$ cat src/rtl/tse_pkg.sv
// shared types and constants of the table search engine
`default_nettype none

package tse_pkg;

    localparam int DEPTH     = 512;
    localparam int AW        = $clog2(DEPTH);
    localparam int NW        = $clog2(DEPTH + 1);
    localparam int CFG_W     = 10;
    localparam int IW        = $clog2(DEPTH + (2 ** CFG_W));
    localparam int DW        = 32;
    localparam int SLOT_W    = 9;
    localparam int POS_W     = 9;
    localparam int CFG_IDX_W = 4;

    localparam logic [CFG_IDX_W-1:0] REG_ENTRIES = CFG_IDX_W'(0);
    localparam logic [CFG_IDX_W-1:0] REG_BLOCK   = CFG_IDX_W'(1);

    localparam logic [CFG_W-1:0] ENTRIES_RST = CFG_W'(512);
    localparam logic [CFG_W-1:0] BLOCK_RST   = CFG_W'(22);

    typedef enum logic [1:0] {
        MODE_WRITE  = 2'd0,
        MODE_LINEAR = 2'd1,
        MODE_BINARY = 2'd2,
        MODE_JUMP   = 2'd3
    } t_mode;

    typedef enum logic [3:0] {
        DP_NOP,
        DP_WRITE,
        DP_LOAD,
        DP_SCAN,
        DP_BIN_ISSUE,
        DP_BIN_CMP,
        DP_JMP_ISSUE,
        DP_JMP_STEP,
        DP_SCAN_BLK,
        DP_SCAN_TAIL,
        DP_MISS
    } t_dp_op;

    typedef struct packed {
        t_dp_op op;
    } t_dp_cmd;

    typedef struct packed {
        logic n_zero;
        logic scan_hit;
        logic scan_end;
        logic bin_empty;
        logic bin_hit;
        logic jmp_more;
        logic ge;
    } t_dp_status;

endpackage

`default_nettype wire

$ cat src/rtl/tse_ctrl.sv
// search sequencer: walks linear, binary and jump searches over the datapath
`default_nettype none

module tse_ctrl (
    input  wire logic                i_clk,
    input  wire logic                i_rst_n,
    input  wire logic                start,
    input  wire logic [1:0]          i_mode,
    input  wire tse_pkg::t_dp_status i_status,
    output logic                     busy,
    output logic                     o_valid,
    output tse_pkg::t_dp_cmd         o_cmd
);

    typedef enum logic [2:0] {
        ST_IDLE,
        ST_SCAN,
        ST_BISS,
        ST_BCMP,
        ST_JISS,
        ST_JCMP,
        ST_TCMP
    } t_state;

    t_state         r_state;
    t_state         n_state;
    logic           r_valid;
    logic           n_valid;
    tse_pkg::t_mode mode;

    assign mode    = tse_pkg::t_mode'(i_mode);
    assign busy    = (r_state != ST_IDLE);
    assign o_valid = r_valid;

    always_comb begin
        n_state  = r_state;
        n_valid  = 1'b0;
        o_cmd.op = tse_pkg::DP_NOP;
        unique case (r_state)
            ST_IDLE: begin
                if (start) begin
                    if (mode == tse_pkg::MODE_WRITE) begin
                        o_cmd.op = tse_pkg::DP_WRITE;
                    end else if (i_status.n_zero) begin
                        o_cmd.op = tse_pkg::DP_MISS;
                        n_valid  = 1'b1;
                    end else begin
                        o_cmd.op = tse_pkg::DP_LOAD;
                        unique case (mode)
                            tse_pkg::MODE_LINEAR: n_state = ST_SCAN;
                            tse_pkg::MODE_BINARY: n_state = ST_BISS;
                            default:              n_state = ST_JISS;
                        endcase
                    end
                end
            end
            ST_SCAN: begin
                o_cmd.op = tse_pkg::DP_SCAN;
                if (i_status.scan_hit || i_status.scan_end) begin
                    n_valid = 1'b1;
                    n_state = ST_IDLE;
                end
            end
            ST_BISS: begin
                if (i_status.bin_empty) begin
                    o_cmd.op = tse_pkg::DP_MISS;
                    n_valid  = 1'b1;
                    n_state  = ST_IDLE;
                end else begin
                    o_cmd.op = tse_pkg::DP_BIN_ISSUE;
                    n_state  = ST_BCMP;
                end
            end
            ST_BCMP: begin
                o_cmd.op = tse_pkg::DP_BIN_CMP;
                if (i_status.bin_hit) begin
                    n_valid = 1'b1;
                    n_state = ST_IDLE;
                end else begin
                    n_state = ST_BISS;
                end
            end
            ST_JISS: begin
                o_cmd.op = tse_pkg::DP_JMP_ISSUE;
                n_state  = i_status.jmp_more ? ST_JCMP : ST_TCMP;
            end
            ST_JCMP: begin
                if (i_status.ge) begin
                    o_cmd.op = tse_pkg::DP_SCAN_BLK;
                    n_state  = ST_SCAN;
                end else begin
                    o_cmd.op = tse_pkg::DP_JMP_STEP;
                    n_state  = ST_JISS;
                end
            end
            ST_TCMP: begin
                if (i_status.ge) begin
                    o_cmd.op = tse_pkg::DP_SCAN_TAIL;
                    n_state  = ST_SCAN;
                end else begin
                    o_cmd.op = tse_pkg::DP_MISS;
                    n_valid  = 1'b1;
                    n_state  = ST_IDLE;
                end
            end
            default: begin
                n_state = ST_IDLE;
            end
        endcase
    end

    always_ff @(posedge i_clk) begin
        if (!i_rst_n) begin
            r_state <= ST_IDLE;
            r_valid <= 1'b0;
        end else begin
            r_state <= n_state;
            r_valid <= n_valid;
        end
    end

endmodule

`default_nettype wire

$ cat config.mk
export PLATFORM = sky130hd
export DESIGN_NAME = tse_ctrl
export DESIGN_NICKNAME = d
export VERILOG_FILES = /design/src/rtl/tse_pkg.sv /design/src/rtl/tse_ctrl.sv
export SDC_FILE = /design/constraint.sdc
export NUM_CORES = 1
export LEC_CHECK = 0
export ABC_AREA = 0
export BUFFER_PORTS_ARGS = -buffer_cell sky130_fd_sc_hd__buf_2
export CORE_AREA = 3 3 40 42
export DETAILED_ROUTE_END_ITERATION = 6
export DIE_AREA = 0 0 43 45
export PLACE_DENSITY_LB_ADDON = 0.1
export RECOVER_POWER = 25
export SETUP_SLACK_MARGIN = 0.05
export SLEW_MARGIN = 20
export SYNTH_ARGS = -nofsm -noshare
export SYNTH_HDL_FRONTEND = slang
export SYNTH_SLANG_ARGS = --single-unit
$ cat constraint.sdc
create_clock -name i_clk -period 4.13 [get_ports i_clk]
set_clock_uncertainty 0.2 [all_clocks]
set_input_delay 0.2065 -clock i_clk [delete_from_list [all_inputs] [get_ports i_clk]]
set_output_delay 0.2065 -clock i_clk [all_outputs]
set_load 0.02 [all_outputs]
==> impl_metrics.csv, run 1 <==
group,metric,value,unit
pwr,combPwrFrac,31.8,%
sta,min_period,1.98,ns
final_layout,finalInstanceArea,559,µm²
final_layout,n_fill_cell,146,
cts,post_cts_resized,0,
drt,drt_wl_total,1120,µm
cts,cts_tree,"done",
run_status,outcome,"finished, final reports clean",
setup_path,worstReg2RegEnd,"o_valid",
placed_design,place.gp.congestion,0.735,
pwr,p_sw_share,32.3,%
sta,slew_headroom,65.4,%
cts,post-cts-setup-buffers,0,
placed_design,place.port_buffers,17,
run,maxCapViolations,0,
yosys,synth_edf_count,0,
floorplanning,dieArea,1940,µm²
final_layout,fin_nets,99,
yosys,synth_sequential_area_ratio,17.3,%
final_layout,layout-drive-gt1-share,25.9,%
cts,ctsHoldBuffers,0,
yosys,yosys_warnings,0,
grt,grt_pass1_wl,1810,µm
sta,whs,0.0239,ns
yosys,synth.top_cells.by_area,"dfxtp_1, ha_1, nand2_1",
sta,max_freq,506,MHz
drt,vias_per_cell,5.29,
cts,htreeDepth,1,
cts,cts_buffers,3,
pwr,pwr-share-clk,34.3,%
floorplanning,die_w,43,µm
setup_path,cp_max_fo,16,
grt,grt-ovfl-total,0,
pwr,vdd_ir_drop_max,0.000131,V
cts,cts_buffer_depth,2,
hold_path,min_to,"r_state[0]",
pwr,p_switching,43.6,µW
hold_path,min_from,"i_rst_n",
final_layout,n_antenna_cell,0,
drt,ant_nets,0,
placed_design,dp_cells,93,
pwr,pwr-share-seq,33.8,%
floorplanning,fp.dieH,45,µm
placed_design,hpwl,907,µm
yosys,ys_seq_elements,4,
hold_path,holdPathStages,2,
placed_design,dp_slack,2.34,ns
setup_path,reg2reg_depth,3,
yosys,async_flop_share,0,%
cts,cts_sinks,4,
setup_path,path_class,"register to primary output",
yosys,avgSynthCellArea,7.03,µm²
drt,drc,0,
cts,clk_latency,0.23,ns
drt,via_count,508,
floorplanning,core_area,1280,µm²
placed_design,placed_cell_area,544,µm²
yosys,synth_most_common_cell,"nand2_1",
final_layout,syn2layout_area_growth,20.5,%
setup_path,crit_arrival,1.57,ns
pwr,powerDensity,242,nW/µm²
setup_path,rrSetupSlack,2.38,ns
sta,slew_viol_final,0,
hold_path,hp-class,"input pin to register",
sta,hold_viol_final,0,
grt,grt_usage,12.2,%
sta,setup_viol,0,
yosys,netlist_area,464,µm²
pwr,cellInternalPower,91.5,µW
pwr,leakage,0.000254,µW
cts,cts.clk_slew.worst_paths,0.04,ns
grt,grt_max_degree,17,
sta,worst_pin_slew,0.519,ns
drt,dr.first_iter.drc_count,12,
sta,rsz0062_at_grt,"false",
final_layout,final_cells,96,
setup_path,worstPathRequired,3.72,ns
setup_path,r2r_start,"r_state[2]",
floorplanning,start_util,36.1,%
sta,min_period_over_period,47.9,%
yosys,yosys.area.top_type,"dfxtp_1",
yosys,synth_nets,82,
cts,cts-root-buf,"clkbuf_4",
setup_path,start_kind,"register",
yosys,synth_cell_types,33,
grt,grt_pass1_vias,429,
setup_path,crit_path_end_kind,"primary output",
sta,setup_ws,2.15,ns
grt,antenna_found_initial,0,
yosys,synth_flop_cell,"dfxtp_1",
drt,dr.pass1.iters,4,
floorplanning,ioPinCount,18,
drt,avgRoutedWirePerCell,11.7,µm
sta,tns,0,ns
yosys,synthCells,66,
yosys,synth_top_area_share,17.3,%
floorplanning,num_rows,13,
[power groups by stage]
| stage | Clock, µW | Combinational (µW) | Sequential (µW) |
|---|---|---|---|
| after floorplan | 0 | 31.1 | 43.2 |
| after global placement | 0 | 44.1 | 46.3 |
| after detailed placement | 0 | 44.1 | 46.2 |
| after CTS | 49.8 | 44.3 | 45.6 |
| after global routing | 51.2 | 48.8 | 46.3 |
| final | 46.4 | 43.0 | 45.7 |
[metal layers]
metal	global-route usage, %	vias up	wire length, µm	share of wire [%]
met1	15.3	225	538	48
met2	20.7	11	516	46
met3	5.58	0	66	5.9
met5	0	-	0	0
li1	-	272	-	-
met4	0	0	0	0
[final cells by class]
class,instances,area (µm²),share of cell area (%)
repair buffers,17,83.8,15.0
inverters,5,18.8,3.36
clock buffers,3,22.5,4.03
multi-input cells,52,335,60.0
well taps,15,18.8,3.36
flip-flops and latches,4,80.1,14.3
[state kept, by name, indices dropped and copies added (netlist names)]
signal   cells
r_state      3
o_valid      1
[logic make-up after synthesis]
logic type	after synthesis	synth area share, %
compound gates	20	28.6
xor+xnor	1	1.89
flops	4	17.3
simple gates	27	32.3
buf+inv	10	9.16
fa+ha+maj	4	10.8
[critical path: stages (launching register included)]
cell and delay [ns]:
dfxtp_1 0.64, nor2b_1 0.12, and3_1 0.20, o21ai_1 0.16
nand2_1 0.06, buf_2 0.16
[cell usage in the layout (no fill, tap or decap), types with 2 or more instances in the layout]
master and count:
nand3_1 3, nor2_1 4, dfxtp_1 4, inv_2 2
and3_1 2, clkbuf_4 3, o21ai_0 3, o21ai_1 4
nor2b_1 3, inv_1 3, buf_2 16, a31oi_1 3
nand2_1 6, ha_1 4, nor3_1 2
[how the worst max path moves through the flow]
| stage | startpoint | end | slack, ns | depth (start not counted) |
|---|---|---|---|---|
| final | r_state[0] | o_cmd[3] | 2.15 | 5 |
| after detailed placement | i_mode[0] | o_cmd[3] | 2.34 | 8 |
| after global routing | r_state[0] | o_cmd[3] | 2.01 | 5 |
| after floorplan | i_mode[0] | o_cmd[3] | 2.55 | 6 |
| after CTS | r_state[0] | o_cmd[3] | 2.14 | 5 |
| after global placement | i_mode[0] | o_cmd[3] | 2.35 | 8 |
[per-stage QoR]
stage / utilization (%) / power (µW)
3_3_place_gp: 42.4 / 90.4
2_1_floorplan: - / 74.3
4_1_cts: 44.1 / 140
6_report: 43.5 / 135
5_1_grt: 43.5 / 146
3_5_place_dp: 42.4 / 90.3
Power figures use the tool's default switching activity.
==> inputs of run 2 (changes only) <==
clock period = 1.8 ns   (was 4.13 ns; I/O delays follow)
==> run 2 against run 1 <==
Net effect: cell count is 9.4% higher; total power grew to 2.5 times the previous value; critical path type unchanged; largest cell class unchanged; critical endpoint unchanged; die area stayed put; sequential share of layout area is 1.9 points lower.
==> impl_metrics.csv, run 2 (synthesized netlist as in run 1, its figures left out) <==
group,metric,value,unit
run_status,outcome,"finished, final reports clean",
pwr,vdd_ir_drop_max,0.000208,V
cts,cts_tree,"done",
cts,cts-root-buf,"clkbuf_4",
pwr,power,343,µW
cts,clk_latency,0.23,ns
setup_path,worstPathRequired,1.51,ns
drt,drc,0,
cts,htreeDepth,1,
floorplanning,dieArea,1940,µm²
pwr,p_switching,108,µW
placed_design,dp_slack,0.212,ns
sta,slew_headroom,79.1,%
sta,worst_pin_slew,0.308,ns
setup_path,crit_family,"simple AND/OR/NAND/NOR gates",
setup_path,path_class,"register to primary output",
sta,min_period,1.71,ns
floorplanning,core_area,1280,µm²
drt,ant_nets,0,
grt,grt_max_degree,17,
placed_design,place.port_buffers,17,
final_layout,fin_util,53.3,%
final_layout,fin_nets,108,
grt,antenna_found_initial,0,
final_layout,ff_latch_area,85.1,µm²
pwr,combPwrFrac,39.5,%
sta,min_period_over_period,95.0,%
pwr,pwr-share-seq,29.2,%
grt,grt_pass1_vias,455,
final_layout,multiInputGateArea,365,µm²
floorplanning,start_util,36.1,%
run,maxCapViolations,0,
cts,cts_buffers,3,
drt,dr.first_iter.drc_count,10,
sta,rsz0062_at_grt,"true",
setup_path,rrSetupSlack,0.34,ns
floorplanning,ioPinCount,18,
drt,dr.pass1.iters,4,
setup_path,crit_slowest_cell,"or3b_4",
pwr,cellInternalPower,234,µW
floorplanning,die_w,43,µm
final_layout,final_cell_mix,"buf_2, nand2_1, buf_4",
sta,hold_viol_final,0,
pwr,p_sw_share,31.6,%
sta,setup_ws,0.0896,ns
setup_path,cpPeakStageDelay,0.38,ns
drt,avgRoutedWirePerCell,11.6,µm
cts,cts_sinks,4,
setup_path,crit_path_end_kind,"primary output",
final_layout,syn2layout_area_growth,47.4,%
setup_path,crit_arrival,1.42,ns
pwr,powerDensity,501,nW/µm²
final_layout,n_fill_cell,118,
floorplanning,num_rows,13,
cts,cts.clk_slew.worst_paths,0.04,ns
pwr,leakage,0.000308,µW
grt,grt-ovfl-total,0,
floorplanning,fp.dieH,45,µm
setup_path,crit_chain,"or3b_4 -> a21boi_2 -> o21ai_2 -> nand2_1 -> buf_6",
sta,slew_viol_final,0,
placed_design,hpwl,888,µm
sta,tns,0,ns
setup_path,crit_buf_inv,1,
grt,grt_usage,12.2,%
final_layout,layout-drive-gt1-share,37.8,%
grt,grt_pass1_wl,1830,µm
drt,vias_per_cell,5.23,
drt,drt_wl_total,1210,µm
final_layout,largest-register,"r_state",
sta,max_freq,585,MHz
pwr,pwr-share-clk,31.2,%
setup_path,cp_max_fo,8,
sta,setup_viol,0,
hold_path,hp-class,"input pin to register",
drt,via_count,549,
setup_path,start_kind,"register",
final_layout,n_antenna_cell,0,
placed_design,place.gp.congestion,0.769,
cts,cts_buffer_depth,2,
final_layout,largest_reg_flops,3,
final_layout,final_common_cell,"buf_2",
run 2: area by class of cell:
class,count,area share [%]
multi-input cells,52,53.4
well taps,15,2.74
repair buffers,26,25.4
clock buffers,3,3.29
flip-flops and latches,4,12.4
inverters,5,2.74
run 2: final timing paths:
path | from | cells past startpoint | endpoint
worst max-delay path | r_state[1] | 5 | o_cmd[3]
worst max register to register | r_state[2] | 3 | o_valid
worst min-delay path | i_status[6] | 3 | o_valid
worst min register to register | r_state[1] | 1 | r_state[2]
run 2: per-layer routing:
layer  wire, µm  vias to the layer above  global-route usage [%]
met1        580                      243                    16.6
li1           -                      293                       -
met2        584                       13                    19.8
met5          0                        -                       0
met4          0                        0                    1.81
met3         48                        0                    3.59
run 2: per-stage QoR:
step                cell area, µm²  hold slack, ns  cells
global route                   684          0.0366    105
detailed placement             567           0.143     96
CTS                            634          0.0417    103
finish                         684          0.0228    105
floorplan                      464         0.00753     66
global placement               567           0.138     96
run 2: what timing repair did:
item / in CTS / in global routing
resized for setup: 3 / 9
hold buffers: 4 / 0
endpoints found under the hold margin: 4 / 0
endpoints found under the setup margin: 4 / 4
buffers inserted: 0 / 2
pin swaps: 1 / 3
run 2: worst register-to-register path: stages, from the launching register on:
cell and delay [ns]:
dfxtp_1 0.40, inv_2 0.09, or4_1 0.51, a31oi_1 0.19
run 2: power groups by stage:
| stage | Combinational (µW) | Sequential (µW) | Clock [µW] |
|---|---|---|---|
| 3_3_place_gp | 110 | 102 | 0 |
| 4_1_cts | 117 | 101 | 112 |
| 2_1_floorplan | 71.4 | 99.2 | 0 |
| 5_1_grt | 149 | 101 | 118 |
| 6_report | 136 | 100 | 107 |
| 3_5_place_dp | 109 | 102 | 0 |
==> inputs of run 3 (changes only) <==
REMOVE_ABC_BUFFERS = 1   (was default)
clock period = 1.5 ns   (was 1.8 ns; I/O delays follow)
==> run 3 against run 2 <==
Net effect: the flow now finishes with violations (negative setup slack); global-route usage is 3.3 points higher; hold slack better by 0.023 ns; non-clock buffer count grew 11; largest cell class unchanged; sequential share of layout area decreased by 1.5 points; wire length increased by 13%; critical path type unchanged; highest routed layer is now met4; sequential power up 19%; clock power up 20%; register-to-register slack lost 0.25 ns; total power grew 26%.
==> impl_metrics.csv, run 3 (synthesized netlist as in run 1, its figures left out) <==
group,metric,value,unit
sta,setup_viol,4,
drt,drt_wl_total,1370,µm
floorplanning,fp.dieH,45,µm
sta,hold_viol_final,0,
setup_path,start_kind,"register",
run_status,outcome,"complete, but fails checks",
hold_path,hp-class,"input pin to register",
drt,avgRoutedWirePerCell,11.8,µm
grt,grt_pass1_wl,2360,µm
run_status,violations,"negative setup slack",
drt,dr.first_iter.drc_count,8,
drt,vias_per_cell,5.26,
final_layout,finalInstanceArea,792,µm²
setup_path,reg2reg_depth,4,
final_layout,final_cells,116,
setup_path,worstReg2RegEnd,"o_valid",
sta,worst_pin_slew,0.323,ns
pwr,powerDensity,547,nW/µm²
final_layout,layout-drive-gt1-share,48.5,%
grt,grt_pass1_vias,577,
placed_design,place.gp.congestion,0.802,
floorplanning,dieArea,1940,µm²
pwr,leakage,0.000367,µW
floorplanning,die_w,43,µm
grt,grt_max_degree,11,
cts,cts_buffer_depth,2,
sta,min_period,1.66,ns
sta,rsz0062_at_grt,"true",
setup_path,crit_path_end_kind,"primary output",
final_layout,fin_nets,119,
drt,dr.pass1.iters,4,
setup_path,crit_chain,"or3b_1 -> a21boi_2 -> o21bai_1 -> buf_4",
setup_path,r2r_start,"r_state[1]",
final_layout,n_antenna_cell,0,
setup_path,cp_max_fo,5,
setup_path,worstPathRequired,1.22,ns
cts,cts-root-buf,"clkbuf_4",
final_layout,final_cell_mix,"buf_4, buf_2, nand2_1",
setup_path,crit_slowest_cell,"or3b_1",
placed_design,hpwl,1100,µm
cts,cts.clk_slew.worst_paths,0.04,ns
final_layout,syn2layout_area_growth,70.6,%
cts,clk_latency,0.23,ns
grt,grt-ovfl-total,0,
final_layout,largest-register,"r_state",
sta,min_period_over_period,111,%
placed_design,place.port_buffers,17,
cts,htreeDepth,1,
floorplanning,core_area,1280,µm²
floorplanning,ioPinCount,18,
placed_design,placed_cell_area,664,µm²
setup_path,rrSetupSlack,0.09,ns
cts,cts_sinks,4,
drt,ant_nets,0,
hold_path,min_to,"o_valid",
run,maxCapViolations,0,
setup_path,path_class,"register to primary output",
sta,slew_viol_final,0,
floorplanning,start_util,36.1,%
drt,via_count,610,
floorplanning,num_rows,13,
placed_design,dp_cells,109,
pwr,vdd_ir_drop_max,0.000281,V
cts,cts_tree,"done",
sta,setup_ws,-0.162,ns
hold_path,min_from,"i_status[0]",
setup_path,cpPeakStageDelay,0.37,ns
hold_path,holdPathStages,3,
cts,cts_buffers,3,
final_layout,largest_reg_flops,3,
final_layout,final_common_cell,"buf_4",
sta,slew_headroom,78.1,%
grt,antenna_found_initial,0,
grt,grt_usage,15.5,%
setup_path,crit_arrival,1.39,ns
drt,drc,0,
sta,max_freq,602,MHz
[run 3: timing repair]
action                                 CTS  global route
hold buffers                             4             0
setup buffers                            0             0
endpoints found under the hold margin    4             0
gates resized for setup                 13             5
pin swaps                                2             2
setup endpoints to repair                7             7
[run 3: worst max path at each step]
stage | to | start | depth (start not counted)
floorplan | o_valid | r_state[2] | 3
global placement | r_state[0] | i_mode[0] | 8
detailed placement | o_cmd[3] | i_mode[0] | 8
CTS | o_cmd[1] | r_state[1] | 4
global route | o_cmd[3] | r_state[1] | 5
finish | o_cmd[1] | r_state[1] | 4
[run 3: layout make-up]
cell class                      count  area, µm²
Clock buffer                        3       22.5
Fill cell                         123        493
Inverter                            5       18.8
Multi-Input combinational cell     52        390
Sequential cell                     4       86.3
Tap cell                           15       18.8
Timing Repair Buffer               37        255
[run 3: layer usage]
metal | vias to the layer above | GRT usage [%] | wire, µm
met5 | - | 0 | 0
met4 | 0 | 3.61 | 14
met3 | 2 | 3.98 | 51
met2 | 14 | 26.9 | 718
met1 | 280 | 19.4 | 587
li1 | 314 | - | -
[run 3: per-stage QoR]
step	utilization, %	total power (µW)	hold WS, ns	TNS, ns	worst slack (ns)
CTS	59.8	433	0.0269	-0.396	-0.159
detailed placement	51.7	278	0.134	-0.0455	-0.0317
finish	61.6	433	0.0458	-0.381	-0.162
global route	61.6	468	0.0773	-0.714	-0.227
floorplan	-	201	-0.00747	-0.0343	-0.0343
global placement	51.7	278	0.133	-0.0150	-0.0150
[run 3: power by group]
group	switching (µW)	internal, µW	leakage [µW]	total, µW
Sequential	7.36	112	0.0000342	119
Combinational	90.9	94.5	0.000319	185
Clock	39.2	89.2	0.0000138	128
Total	137	295	0.000367	433
[run 3: worst max-delay path: cells and delay by family (launching register included)]
kind / cells / cell delay, ns
simple gates: 1 / 0.37
flops: 1 / 0.34
compound gates: 2 / 0.31
buf+inv: 1 / 0.15
